File: src/rtl/cie94_pkg.sv
// Shared widths, register indexes and beat types for the CIE94 difference pipeline.
`timescale 1ns / 1ps
package cie94_pkg;

  // Field widths
  localparam int LW      = 15;   // lightness
  localparam int AW      = 16;   // a and b axes
  localparam int OW      = 26;   // delta_e_squared
  localparam int KW      = 16;   // Q16 chroma and hue weights
  localparam int ROOT_W  = 16;   // chroma root
  localparam int RAD_W   = 32;   // a^2 + b^2
  localparam int DAB_W   = 33;   // da^2 + db^2
  localparam int T1_W    = 22;   // lightness term
  localparam int X_W     = 34;   // dividend numerator before the Q40 shift
  localparam int DIV_W   = 66;   // squared divisor in Q48
  localparam int Q_W     = 26;   // quotient bits of a weighted term

  // Pipeline depths
  localparam int ISQ_STAGES = ROOT_W;
  localparam int DIV_STAGES = Q_W;

  // Register indexes of the configuration port
  localparam logic [1:0] CFG_CHROMA_WEIGHT     = 2'd0;
  localparam logic [1:0] CFG_HUE_WEIGHT        = 2'd1;
  localparam logic [1:0] CFG_LIGHTNESS_DIVISOR = 2'd2;

  // Reset values of the registers
  localparam logic [KW-1:0] CHROMA_WEIGHT_RST = 16'd2949;
  localparam logic [KW-1:0] HUE_WEIGHT_RST    = 16'd983;
  localparam logic [1:0]    LIGHTNESS_DIV_RST = 2'd1;

  // Values that travel beside the two roots
  typedef struct packed {
    logic [DAB_W-1:0] dab2;
    logic [T1_W-1:0]  t1;
  } cie94_side_t;

endpackage

File: src/rtl/cie94_isqrt.sv
// Two-lane pipelined integer square root, one root bit per stage.
`timescale 1ns / 1ps
module cie94_isqrt
  import cie94_pkg::*;
(
  input  logic                clk,
  input  logic                rst_n,
  input  logic                in_vld,
  input  logic [RAD_W-1:0]    in_rad1,
  input  logic [RAD_W-1:0]    in_rad2,
  input  cie94_side_t         in_side,
  output logic                out_vld,
  output logic [ROOT_W-1:0]   out_root1,
  output logic [ROOT_W-1:0]   out_root2,
  output cie94_side_t         out_side
);

  logic                vld_r   [ISQ_STAGES];
  logic [RAD_W-1:0]    rem_r   [ISQ_STAGES][2];
  logic [ROOT_W-1:0]   root_r  [ISQ_STAGES][2];
  cie94_side_t         side_r  [ISQ_STAGES];
  logic [RAD_W-1:0]    rem_nxt [ISQ_STAGES][2];
  logic [ROOT_W-1:0]   root_nxt[ISQ_STAGES][2];

  // Settle one root bit per stage, most significant first
  always_comb begin
    logic [RAD_W-1:0]  src_rem;
    logic [ROOT_W-1:0] src_root;
    logic [RAD_W+1:0]  trial;
    int                b;
    for (int k = 0; k < ISQ_STAGES; k++) begin
      b = ISQ_STAGES - 1 - k;
      for (int n = 0; n < 2; n++) begin
        if (k == 0) begin
          src_rem  = (n == 0) ? in_rad1 : in_rad2;
          src_root = '0;
        end else begin
          src_rem  = rem_r[k-1][n];
          src_root = root_r[k-1][n];
        end
        trial = ((RAD_W+2)'(src_root) << (b + 1)) + ((RAD_W+2)'(1) << (2 * b));
        if ({2'b00, src_rem} >= trial) begin
          rem_nxt[k][n]  = src_rem - trial[RAD_W-1:0];
          root_nxt[k][n] = src_root | (ROOT_W'(1) << b);
        end else begin
          rem_nxt[k][n]  = src_rem;
          root_nxt[k][n] = src_root;
        end
      end
    end
  end

  // Advance valid bits
  always_ff @(posedge clk) begin
    for (int k = 0; k < ISQ_STAGES; k++) begin
      if (!rst_n) begin
        vld_r[k] <= 1'b0;
      end else begin
        vld_r[k] <= (k == 0) ? in_vld : vld_r[k-1];
      end
    end
  end

  // Advance payload
  always_ff @(posedge clk) begin
    for (int k = 0; k < ISQ_STAGES; k++) begin
      side_r[k] <= (k == 0) ? in_side : side_r[k-1];
      for (int n = 0; n < 2; n++) begin
        rem_r[k][n]  <= rem_nxt[k][n];
        root_r[k][n] <= root_nxt[k][n];
      end
    end
  end

  assign out_vld   = vld_r[ISQ_STAGES-1];
  assign out_root1 = root_r[ISQ_STAGES-1][0];
  assign out_root2 = root_r[ISQ_STAGES-1][1];
  assign out_side  = side_r[ISQ_STAGES-1];

endmodule

File: config.mk
export PLATFORM = sky130hd
export DESIGN_NAME = cie94_isqrt
export DESIGN_NICKNAME = d
export VERILOG_FILES = /design/src/rtl/cie94_pkg.sv /design/src/rtl/cie94_isqrt.sv
export SDC_FILE = /design/constraint.sdc
export NUM_CORES = 2
export LEC_CHECK = 0
export BUFFER_PORTS_ARGS = -buffer_cell sky130_fd_sc_hd__buf_2
export CAP_MARGIN = 20
export CORE_MARGIN = 3
export CORE_UTILIZATION = 54
export CTS_CLUSTER_SIZE = 20
export DETAILED_ROUTE_END_ITERATION = 8
export PLACE_DENSITY = 0.82
export SLEW_MARGIN = 30
export SYNTH_ARGS = -nofsm -noshare
export SYNTH_HDL_FRONTEND = slang
export SYNTH_SLANG_ARGS = --single-unit
File: constraint.sdc
create_clock -name clk -period 3.35 [get_ports clk]
set_clock_uncertainty 0.2 [all_clocks]
set_input_delay 0 -clock clk [delete_from_list [all_inputs] [get_ports clk]]
set_output_delay 0 -clock clk [all_outputs]
set_load 0.01 [all_outputs]
==> flow_metrics.py <==
metrics = {
    "status": {
        "outcome": "finished, violations left",
        "violations": "setup timing",
    },
    "clocking": {
        "cts.clk_slew.worst_paths_ps": 60,
        "cts_buffers": 191,
        "cts_tree": "done",
        "cts-root-buf": "clkbuf_16",
        "clockBufferDepth": 3,
        "clock_latency_ps": 820,
        "cts_num_sinks": 2128,
        "htreeDepth": 4,
    },
    "final_layout": {
        "area_growth_syn_to_layout_pct": 19.87,
        "drive_above_1_share": 0.1112,
        "multi_input_comb_area_mm2": 0.01925,
        "antenna_cells": 0,
        "fill_cells": 8297,
        "final_util": 0.6527,
        "register_area_mm2": 0.04260,
        "fin_nets": 6429,
    },
    "critical_path": {
        "crit_fanout": 7,
        "cp.arrival_ps": 3800,
        "crit_type": "reg2reg",
        "startpoint_type": "register",
        "required_ps": 3800,
        "critPathCaptureType": "register",
    },
    "synth": {
        "synth_enable_flop_cells": 0,
        "seq_area_frac_synth": 0.6724,
        "yosysTopAreaCellShare": 0.6724,
        "synth_fp_nets": 5786,
        "avgSynthCellArea_um2": 11.81,
        "ys_seq_elements": 2128,
        "yosys_warnings": 0,
        "syn_inst": 5364,
        "synthArstFlopShare": 0,
        "yosysTopAreaCell": "dfxtp_1",
        "synth_commonest_cells": "2128 x dfxtp_1, 357 x inv_1, 300 x ha_1",
        "ys_types": 74,
        "ys.flop_type": "dfxtp_1",
        "yosysMostFrequentCell": "dfxtp_1",
        "syn-cell-area_mm2": 0.06336,
        "synth_area_leaders": "dfxtp_1 67%, ha_1 5.9%, xnor2_1 3.0%",
    },
    "global_routing": {
        "grt_max_degree": 28,
        "antenna_found_initial": 0,
        "grt.total_usage": 0.1966,
        "grt-ovfl-total": 0,
        "grt_pass1_vias": 40330,
        "grt_pass1_wl_mm": 196.3,
    },
    "timing": {
        "rsz0062_at_grt": "true",
        "setup_ws_ps": -2.896,
        "slew_viol_final": 0,
        "fin_crit_sh": 1.001,
        "setup_viol": 1,
        "period_minus_slack_ps": 3353,
        "final.setup.tns_ps": -2.896,
        "max_freq_ghz": 0.2983,
        "timing_hold_violations_final": 0,
        "worst_slew_pin_slew_ps": 780.8,
        "worst_slew_margin_rel": 0.4760,
        "holdWs_ps": 100.9,
    },
    "floorplanning": {
        "start_util": 0.5445,
        "ioPinCount": 210,
        "fp.dieH_um": 348.5,
        "row_count": 125,
        "coreArea_mm2": 0.1164,
        "die_area_mm2": 0.1215,
        "die_x_um": 348.5,
    },
    "routing": {
        "num_vias": 38760,
        "drcViolationCount": 0,
        "antenna_left": 0,
        "wire_per_inst_um": 15.80,
        "dr.first_iter.drc_count": 1932,
        "routed_via_density": 5.045,
        "dr.pass1.iters": 5,
        "finalWirelength_mm": 121.4,
    },
    "flow_run": {
        "max_cap_viol_count": 0,
    },
    "power_and_ir_drop": {
        "p_seq_frac": 0.471,
        "clkPwrFrac": 0.332,
        "combPwrFrac": 0.197,
        "swShare": 0.2802,
        "p_switching_mw": 19.19,
        "intPower_mw": 49.31,
        "leakage_nw": 33.94,
        "power.density_mw_per_mm2": 901.9,
        "ir_worst_vdd_mv": 0.5368,
    },
    "hold_path": {
        "hold_path.class": "reg2reg",
    },
    "place": {
        "hpwl_mm": 74.25,
        "place_ws_ps": -55.77,
        "io_buffers": 209,
        "gp_congestion": 0.9038,
    },
}
[metal layers]
metal	track usage	up-vias	routed length (um)
li1	-	19470	-
met1	0.2116	17880	48510
met2	0.3633	1039	61930
met3	0.03627	375	5067
met4	0.1062	0	5889
met5	0	-	0
[path summary, 6_finish.rpt]
path | cells past startpoint | slack, ps | to | startpoint
worst min-delay path | 0 | 100 | side_r[10][50] | side_r[9][50]
worst min register to register | 0 | 100 | side_r[10][50] | side_r[9][50]
worst max register to register | 10 | -3 | rem_r[1][444] | rem_r[1][374]
worst max-delay path | 10 | -3 | rem_r[1][444] | rem_r[1][374]
[cell families (layout without fill, tap and decap cells)]
group           Yosys count  after routing  share of synthesized area
mux                      36             36                   0.006339
flops                  2128           2128                     0.6724
fa+ha+maj               300            300                    0.05924
compound gates          780            780                    0.07492
buf+inv                 424           1219                    0.02581
simple gates           1299           1299                     0.1065
xor+xnor                397            397                    0.05488
[power by group through the flow]
| stage | logic, mW | registers (mW) | clock network [mW] |
|---|---|---|---|
| floorplan | 10.3 | 31.8 | 0 |
| global placement | 12.4 | 32.5 | 0 |
| detailed placement | 12.8 | 32.7 | 0 |
| CTS | 13.3 | 32.2 | 23.2 |
| global route | 15.1 | 32.7 | 24.2 |
| finish | 13.5 | 32.3 | 22.8 |
[critical path: stages, from the launching register on]
cell	delay [ps]
dfxtp_2	310
or4_4	520
or3_4	340
or3_4	340
or3_4	350
or4_4	440
nor2_4	220
buf_4	160
clkbuf_16	140
nor4_1	50
xor2_1	150
[through the flow]
stage / cell area (um2) / cells / total power, mW
floorplan: 63360 / 5364 / 42.12
global placement: 66490 / 7084 / 44.93
detailed placement: 66490 / 7084 / 45.45
CTS: 75800 / 7677 / 68.64
global route: 75950 / 7683 / 72.05
finish: 75950 / 7683 / 68.50
[area by class of cell]
cell class | instances | area share
Clock buffer | 269 | 0.07232
Sequential cell | 2128 | 0.5609
Clock inverter | 76 | 0.01735
Timing Repair Buffer | 516 | 0.05311
Tap cell | 1524 | 0.02511
Multi-Input combinational cell | 2812 | 0.2535
Inverter | 358 | 0.01774
[registers in the layout, indices dropped and copies added (netlist names)]
signal,cells
root_r,272
side_r,880
vld_r,16
rem_r,960
[cells in the final DEF, fill, tap and decap left out, drive strengths merged, types with 16 or more instances in the layout]
master	n
dfxtp	2128
inv	361
ha	300
nand2	288
clkbuf	270
nor2	265
buf	264
a21oi	262
dlygate4sd3	251
xnor2	218
o21ai	217
xor2	179
nor3	144
nor4	144
nand2b	71
nand3	67
a21o	63
nand4	53
o21a	50
nor2b	43
clkinv	42
or3	41
mux2	33
and2	32
o31ai	31
nor4b	30
a211oi	25
or2	24
bufinv	24
o211ai	21
or4	19
a31oi	18
and3	16
[repair_timing]
| action | in CTS | in global routing |
|---|---|---|
| setup buffers | 0 | 2 |
| gates cloned | 0 | 1 |
| hold endpoints to repair | 137 | 1 |
| hold buffers | 248 | 3 |
| endpoints found under the setup margin | 29 | 47 |
| resized for setup | 3 | 21 |
| pin swaps | 1 | 8 |
Note: power is estimated with default switching activity, not from simulation.
